**config.mk**
```make
export PLATFORM = sky130hd
export DESIGN_NAME = csv_field_tokenizer
export DESIGN_NICKNAME = d
export VERILOG_FILES = /design/src/rtl/csvtok_pkg.sv /design/src/rtl/csvtok_step.sv /design/src/rtl/csv_field_tokenizer.sv
export VERILOG_INCLUDE_DIRS = /design/src /design/src/rtl
export SDC_FILE = /design/constraint.sdc
export NUM_CORES = 1
export LEC_CHECK = 0
export BUFFER_PORTS_ARGS = -buffer_cell sky130_fd_sc_hd__buf_2
export CAP_MARGIN = 40
export CORE_MARGIN = 2
export CORE_UTILIZATION = 56
export CTS_CLUSTER_SIZE = 20
export DETAILED_ROUTE_END_ITERATION = 10
export PLACE_DENSITY_LB_ADDON = 0.1
export SLEW_MARGIN = 20
export SYNTH_ARGS = -nofsm -noshare
export SYNTH_HDL_FRONTEND = slang
export SYNTH_HIERARCHICAL = 1
export SYNTH_SLANG_ARGS = --single-unit
```
**constraint.sdc**
```tcl
create_clock -name clk -period 3.8 [get_ports clk]
set_input_delay 0.38 -clock clk [delete_from_list [all_inputs] [get_ports clk]]
set_output_delay 0.38 -clock clk [all_outputs]
set_load 0.01 [all_outputs]
```
**src/rtl/csv_field_tokenizer_macros.svh**
```systemverilog
// ----------------------------------------------------------------------------
// csv_field_tokenizer_macros
// Assertion helpers for the csv field tokenizer.
// ----------------------------------------------------------------------------
// each macro expects clk and arst_n in scope
`ifndef CSV_FIELD_TOKENIZER_MACROS_SVH
`define CSV_FIELD_TOKENIZER_MACROS_SVH

// same-cycle implication, checked outside reset
`define CSVTOK_ASSERT_IMP(lbl, ante, cons) \
	lbl: assert property (@(posedge clk) disable iff (!arst_n) (ante) |-> (cons)) \
		else $error("csv tokenizer check failed");

// next-cycle implication, checked outside reset
`define CSVTOK_ASSERT_NXT(lbl, ante, cons) \
	lbl: assert property (@(posedge clk) disable iff (!arst_n) (ante) |=> (cons)) \
		else $error("csv tokenizer check failed");

`endif

```
**src/rtl/csvtok_pkg.sv**
```systemverilog
// ----------------------------------------------------------------------------
// csvtok_pkg
// Types and character constants shared by the csv field tokenizer modules.
// ----------------------------------------------------------------------------
package csvtok_pkg;

	// highest field index before the counter saturates
	localparam int MAX_FIELD_INDEX = 255;
	localparam int FIELD_LIMIT     = (MAX_FIELD_INDEX < 255) ? MAX_FIELD_INDEX : 255;
	localparam logic [7:0] FIELD_LIMIT_C = 8'(FIELD_LIMIT);

	// special characters
	localparam logic [7:0] CH_COMMA = 8'h2C;
	localparam logic [7:0] CH_QUOTE = 8'h22;
	localparam logic [7:0] CH_LF    = 8'h0A;
	localparam logic [7:0] CH_CR    = 8'h0D;

	// input item
	typedef struct packed {
		logic [7:0] text_byte;
		logic       end_marker;
	} in_item_t;

	// result item
	typedef struct packed {
		logic       has_byte;
		logic [7:0] cell_byte;
		logic       field_done;
		logic       row_done;
		logic [7:0] field_number;
	} out_item_t;

	// tokenizer state
	typedef struct packed {
		logic       quoted_mode;
		logic       quote_pending;
		logic       field_open;
		logic [7:0] field_counter;
	} tok_state_t;

	// result of one step
	typedef struct packed {
		logic      emit;
		out_item_t item;
	} step_res_t;

endpackage

```
**src/rtl/csvtok_step.sv**
```systemverilog
// ----------------------------------------------------------------------------
// csvtok_step
// Combinational step: one input item plus the current state gives the next
// state and at most one result item.
// ----------------------------------------------------------------------------
module csvtok_step import csvtok_pkg::*; (
	input  tok_state_t state,
	input  in_item_t   item,
	output tok_state_t state_next,
	output step_res_t  res
);

	logic [7:0] b;
	logic       unquoted;

	assign b = item.text_byte;

	always_comb begin
		state_next = state;
		res = '0;
		res.item.field_number = state.field_counter;
		unquoted = 1'b0;

		// end of text, pending quote, quoted body, or plain position
		if (item.end_marker) begin
			res.emit = state.field_open;
			res.item.field_done = 1'b1;
			res.item.row_done = 1'b1;
			state_next = '0;
		end else if (state.quote_pending) begin
			state_next.quote_pending = 1'b0;
			if (b == CH_QUOTE) begin
				res.emit = 1'b1;
				res.item.has_byte = 1'b1;
				res.item.cell_byte = b;
			end else begin
				state_next.quoted_mode = 1'b0;
				unquoted = 1'b1;
			end
		end else if (state.quoted_mode) begin
			state_next.field_open = 1'b1;
			if (b == CH_QUOTE) begin
				state_next.quote_pending = 1'b1;
			end else begin
				res.emit = 1'b1;
				res.item.has_byte = 1'b1;
				res.item.cell_byte = b;
			end
		end else begin
			unquoted = 1'b1;
		end

		// byte handling in an unquoted position
		if (unquoted) begin
			case (b)
				CH_QUOTE: begin
					state_next.quoted_mode = 1'b1;
					state_next.field_open = 1'b1;
				end
				CH_COMMA: begin
					res.emit = 1'b1;
					res.item.field_done = 1'b1;
					if (state.field_counter < FIELD_LIMIT_C)
						state_next.field_counter = state.field_counter + 8'd1;
					state_next.field_open = 1'b1;
				end
				CH_LF, CH_CR: begin
					if (state.field_open) begin
						res.emit = 1'b1;
						res.item.field_done = 1'b1;
						res.item.row_done = 1'b1;
						state_next.field_open = 1'b0;
						state_next.field_counter = '0;
					end
				end
				default: begin
					state_next.field_open = 1'b1;
					res.emit = 1'b1;
					res.item.has_byte = 1'b1;
					res.item.cell_byte = b;
				end
			endcase
		end
	end

endmodule

```
**src/rtl/csv_field_tokenizer.sv**
```systemverilog
// ----------------------------------------------------------------------------
// csv_field_tokenizer
// Streaming csv tokenizer: unquotes and unescapes cell bytes and marks
// field and row ends.
// ----------------------------------------------------------------------------
// Usage:
//   Input channel in_valid/in_ready/in_item carries one text byte or an
//   end-of-text marker per transfer. Output channel out_valid/out_ready/
//   out_item carries zero or one result per input item, in input order.
//   An input item passes through the input register and then the result
//   register on its way to out_item. The block takes one item per cycle
//   while the receiver does not stall; the state update sits in one short
//   combinational step between the two registers.
//   Items that give no result (quotes that open or close quoting, blank
//   newlines, end of text with no open field) are dropped at the step.
//   When the receiver stalls, the result register holds; the input register
//   takes at most one more item, then in_ready stays low until out_ready
//   returns.
//   Reset clears the quoting state, the field flag, the field index and
//   both valid flags; no item is in flight after reset.
// ----------------------------------------------------------------------------
`include "csv_field_tokenizer_macros.svh"

module csv_field_tokenizer import csvtok_pkg::*; (
	input  logic      clk,
	input  logic      arst_n,
	input  logic      in_valid,
	output logic      in_ready,
	input  in_item_t  in_item,
	output logic      out_valid,
	input  logic      out_ready,
	output out_item_t out_item
);

	logic       valid_s1;
	in_item_t   item_s1;
	logic       valid_s2;
	out_item_t  item_s2;
	tok_state_t state_q;
	tok_state_t state_next;
	step_res_t  res;
	logic       advance;
	logic       fire_s1;

	// pipeline moves whenever the result register is free or being drained
	assign advance   = !valid_s2 || out_ready;
	assign in_ready  = !valid_s1 || advance;
	assign fire_s1   = valid_s1 && advance;
	assign out_valid = valid_s2;
	assign out_item  = item_s2;

	// input register
	always_ff @(posedge clk or negedge arst_n) begin
		if (!arst_n) begin
			valid_s1 <= 1'b0;
		end else if (in_ready) begin
			valid_s1 <= in_valid;
		end
	end

	always_ff @(posedge clk) begin
		if (in_valid && in_ready)
			item_s1 <= in_item;
	end

	// tokenizer step
	csvtok_step u_step (
		.state      (state_q),
		.item       (item_s1),
		.state_next (state_next),
		.res        (res)
	);

	// state and result valid
	always_ff @(posedge clk or negedge arst_n) begin
		if (!arst_n) begin
			state_q  <= '0;
			valid_s2 <= 1'b0;
		end else if (advance) begin
			valid_s2 <= fire_s1 && res.emit;
			if (fire_s1)
				state_q <= state_next;
		end
	end

	// result register
	always_ff @(posedge clk) begin
		if (fire_s1 && res.emit)
			item_s2 <= res.item;
	end

	// checks
	`CSVTOK_ASSERT_IMP(a_row_ends_field, out_valid && out_item.row_done, out_item.field_done)
	`CSVTOK_ASSERT_IMP(a_byte_not_end, out_valid && out_item.has_byte, !out_item.field_done)
	`CSVTOK_ASSERT_IMP(a_pending_in_quotes, state_q.quote_pending, state_q.quoted_mode)
	`CSVTOK_ASSERT_NXT(a_end_clears, fire_s1 && item_s1.end_marker, state_q == '0)

endmodule

```
Word-level counts from Yosys, hierarchy flattened:

Cells that the tools add are included.
W data, S select, Z words.

* bits in registers: 41
* input port bits: 13
* output and inout port bits: 21
* word-level logic and storage cells: 62

* $add $sub $neg: 1
* order comparisons: 1
* eq/ne operators: 4
* mux-type cells: 33
* reduce and logical (&&, ||, !) cells: 10

Operators with widths (number)
* $mux W10: 4
* $mux W9: 4
* $eq A8 B4 Y1 const B: 2
* $eq A8 B6 Y1 const B: 2
* $mux W8: 2
* $pmux W8 S2: 1
* $mux W1: 15
* $mux W12: 1
* $add A8 B1 Y8 const B: 1
* $lt A8 B8 Y1 const B: 1
* $mux W2: 3
* $pmux W1 S2: 2
* $reduce_or A4 Y1: 1
* $logic_and A1 B1 Y1: 3
* $mux W3: 1
* $logic_not A1 Y1: 2
* $logic_or A1 B1 Y1: 2
* $reduce_and A2 Y1: 1
* $reduce_or A2 Y1: 1

Longest topological paths before layout:

* word-level depth: 9
* gate-level depth with buffers: 7
* gate-level depth less buffers: 7

Cells and area by module:

The synthesis kept the hierarchy.

By module, submodules not included
* csv_field_tokenizer: times used 1, cells each 62, area an instance 1408.9 um2, seq. area each 1166.1 um2
* csvtok_step: times used 1, cells each 106, area an instance 710.7 um2, seq. area each 0.0 um2

Worst setup path before layout:

No wires, ideal clock.

* path kind: register -> register
* from: register item_s1[5] (netlist bit)
* to: register item_s2, in the netlist out_item[0] (enable)
* library setup time: 0.395 ns
* arrival time: 2.579 ns
* data required time: 3.405 ns
* slack: 0.827 ns
* stages on the path, launching flop included: 8
* buffers on the path: 1
* period minus slack after synthesis: 2.973 ns
* cells stage by stage: edfxtp_1 or3_1 or4_1 clkbuf_1 a31oi_1 o22a_1 nand2_1 nor2_1

RTL lines
* start: declaration: RTL line csv_field_tokenizer.sv:36 `in_item_t item_s1;`
* start signal: assignment: RTL line csv_field_tokenizer.sv:63 `item_s1 <= in_item;`
* end signal: assignment: RTL line csv_field_tokenizer.sv:89 `item_s2 <= res.item;`
* end: declaration: RTL line csv_field_tokenizer.sv:38 `out_item_t item_s2;`

==> reports/metrics.yaml <==
fin_crit_sh: 0.671
hold_path.class: "input port to flop"
synth_area_per_cell_sq_um: 12.6
run_status: "completed"
period_minus_slack_ns: 2.55
detailedPlace.worstSlack_ns: 1.25
drc_errors: 0
design_power_total_uw: 938
cts_made_buffers: 5
synth_edf_count: 28
grt_use_total: 0.192
post-route-worst-setup-slack_ns: 1.25
cp_data_required_time_ns: 3.78
dpl.cell_count: 237
timing.critical_path.fanout_max: 19
final_cells: 246
powerDensity_nw_per_um2: 398
synthesized_net_count: 182
most_frequently_used_flop_master_after_synthesis: "edfxtp_1"
worst_ep_arrival_time_ns: 2.53
cts.sinks: 41
final_core_util: 0.644
clockBufferDepth: 2
finalNetCount: 211
achievable-frequency_ghz: 0.392
post-cts-setup-buffers: 0
grt_overflow: 0
pin_count: 34
final_antenna_net_count: 0
place.detailed.hpwl_microns: 2670
cellLeakagePower_uw: 0.000927
timing_worst_setup_path_type: "flop to flop"
grt_pass1_vias: 1315
slew_headroom: 0.608
critical_path.startpoint_type: "flop"
floorplan.die_area_sq_um: 4290
insertion_delay_ns: 0.29
share_of_the_yosys_chip_area_belonging_to_registers: 0.550
timing.final.max_slew_violations: 0
finalWeightedCongestion: 0.807
peakVddDrop_mv: 0.269
drt_pre_antenna_iters: 4
buffering_stage_count_on_the_worst_path_with_inverters_included: 1
clkSlewWorstSetupHoldPaths_ns: 0.07
number_of_antenna_violations_at_the_first_check_in_global_routing: 0
drt-initial-drc-count: 65
timing.max_cap.violations: 0
tightest_slew_ns: 0.588
placement_rows: 22
start_util: 0.579
pin_count_of_the_biggest_net_entering_global_routing: 20
routedWlPerCell_microns: 14.8
antennaDiodeCount: 0
grt_pass1_wl_microns: 6000
layout-area-overhead-vs-synth_pct: 11.3
core_area_sq_um: 3660
clock-root-buffer: "clkbuf_8"
route.vias.total: 1402
crit_path_end_kind: "flop"
timing_hold_violations_final: 0
path_delay_family: "simple AND/OR/NAND/NOR gates"
synthDistinctLibCells: 55
postSynth.asyncResetShare: 0.317
synth_warnings: 6
htreeDepth: 2
worst_clock_skew_ns: 0.0106
grt_setup_unrepaired: "false"
setup-violations-final: 0
postRouteWirelength_microns: 3650
post_synth_instance_area_sq_um: 2120
cts_resized: 0
cpPeakStageDelay_ns: 0.59
tritoncts: "built"
critical_path_cell_list: "or3_1, or4_1, a31oi_1, o22a_1, nand2_1, nor2_1, buf_4"
post_route_cells_drive_above_1_share: 0.318
syn-instance-count: 168
floorplan.die.width_microns: 65.5
nFillCells: 305
via_per_inst: 5.70
cpMaxStageDelayCell: "or4_1"
setup_tns_ns: 0
synth_seq_cells: 41
die_h_microns: 65.5
io_buffers: 33
-- per-stage QoR --
step           hold WS (ns)  area, sq um
2_1_floorplan        0.0844         2120
3_3_place_gp          0.281         2260
3_5_place_dp          0.294         2260
4_1_cts               0.253         2360
5_1_grt               0.252         2360
6_report              0.259         2360
-- registers in the layout, indices dropped and copies added (netlist names) --
register and count:
out_item 19, item_s1 9, valid_s1 1, state_q 11
out_valid 1
-- timing repair --
item | 4_1_cts | 5_1_grt
hold endpoints to repair | 13 | 0
endpoints found under the setup margin | 0 | 0
hold buffers | 1 | 0
-- layout by cell type (no fill, tap or decap), drive strengths merged, types with 3 or more instances in the layout --
cell,count
nor2,7
and2,7
a21oi,7
dfrtp,13
nor2b,6
nor3,3
buf,34
nor4,3
mux2,11
nand2b,10
inv,3
edfxtp,28
nand2,13
o21ai,5
clkbuf,6
a31oi,5
-- worst reg2reg max path: stages, from the launching register on --
cell,delay (ns)
edfxtp_1,0.44
or3_1,0.41
or4_1,0.59
a31oi_1,0.21
o22a_1,0.16
nand2_1,0.06
nor2_1,0.10
buf_4,0.27
-- cell usage after synthesis, types with 2 or more instances --
master	number	share of area
edfxtp_1	28	0.40
dfrtp_1	13	0.15
nand2_1	12	0.021
mux2_4	10	0.071
nand2b_1	9	0.027
buf_4	8	0.028
nor2_1	7	0.012
a21oi_1	6	0.014
and2_1	6	0.018
nor2b_1	6	0.018
a31oi_1	4	0.012
clkbuf_1	4	0.0071
o21ai_0	4	0.0094
inv_1	3	0.0053
nor3_1	3	0.0071
a31o_2	2	0.0083
nand4bb_1	2	0.011
nor3b_1	2	0.0071
nor4_1	2	0.0059
o31ai_1	2	0.0071
-- kinds of logic after synthesis --
group	share of synthesized area
AO/OA/AOI/OAI	0.116
flip-flops	0.550
adder cells (fa/ha/maj)	0.00590
AND/OR/NAND/NOR	0.198
buffers and inverters	0.0502
XOR/XNOR	0.00413
multiplexers	0.0761
-- final timing paths --
| kind | start | end | depth (start not counted) | slack [ns] |
|---|---|---|---|---|
| max | item_s1[5] | out_item[6] | 7 | 1.25 |
| min | in_item[6] | item_s1[6] | 1 | 0.26 |
| max reg2reg | item_s1[5] | out_item[6] | 7 | 1.25 |
| min reg2reg | state_q[0] | out_item[0] | 0 | 0.54 |
| max in group asynchronous | arst_n | state_q[6] | 2 | 3.05 |
| min in group asynchronous | arst_n | state_q[0] | 2 | 0.50 |
-- layout make-up --
cell class | count | area (sq um) | share of cell area
Tap cell | 48 | 60.1 | 0.0255
Multi-Input combinational cell | 111 | 847 | 0.359
Timing Repair Buffer | 35 | 183 | 0.0775
Clock inverter | 2 | 8.76 | 0.00371
Sequential cell | 41 | 1170 | 0.494
Clock buffer | 6 | 82.6 | 0.0350
Inverter | 3 | 11.3 | 0.00477
-- layer usage --
metal	wire length, microns	track usage	up-vias
li1	-	-	681
met4	116	0.104	0
met5	0	0	-
met2	1640	0.293	49
met1	1650	0.248	659
met3	238	0.0531	13
-- report_power, final --
part	leakage [uW]	total, uW	switching (uW)	internal (uW)
Clock	0.0000486	284	141	144
Combinational	0.000433	110	61.2	48.9
Sequential	0.000446	543	24.3	519
Total	0.000927	938	226	712
Note: power is estimated with default switching activity, not from simulation.
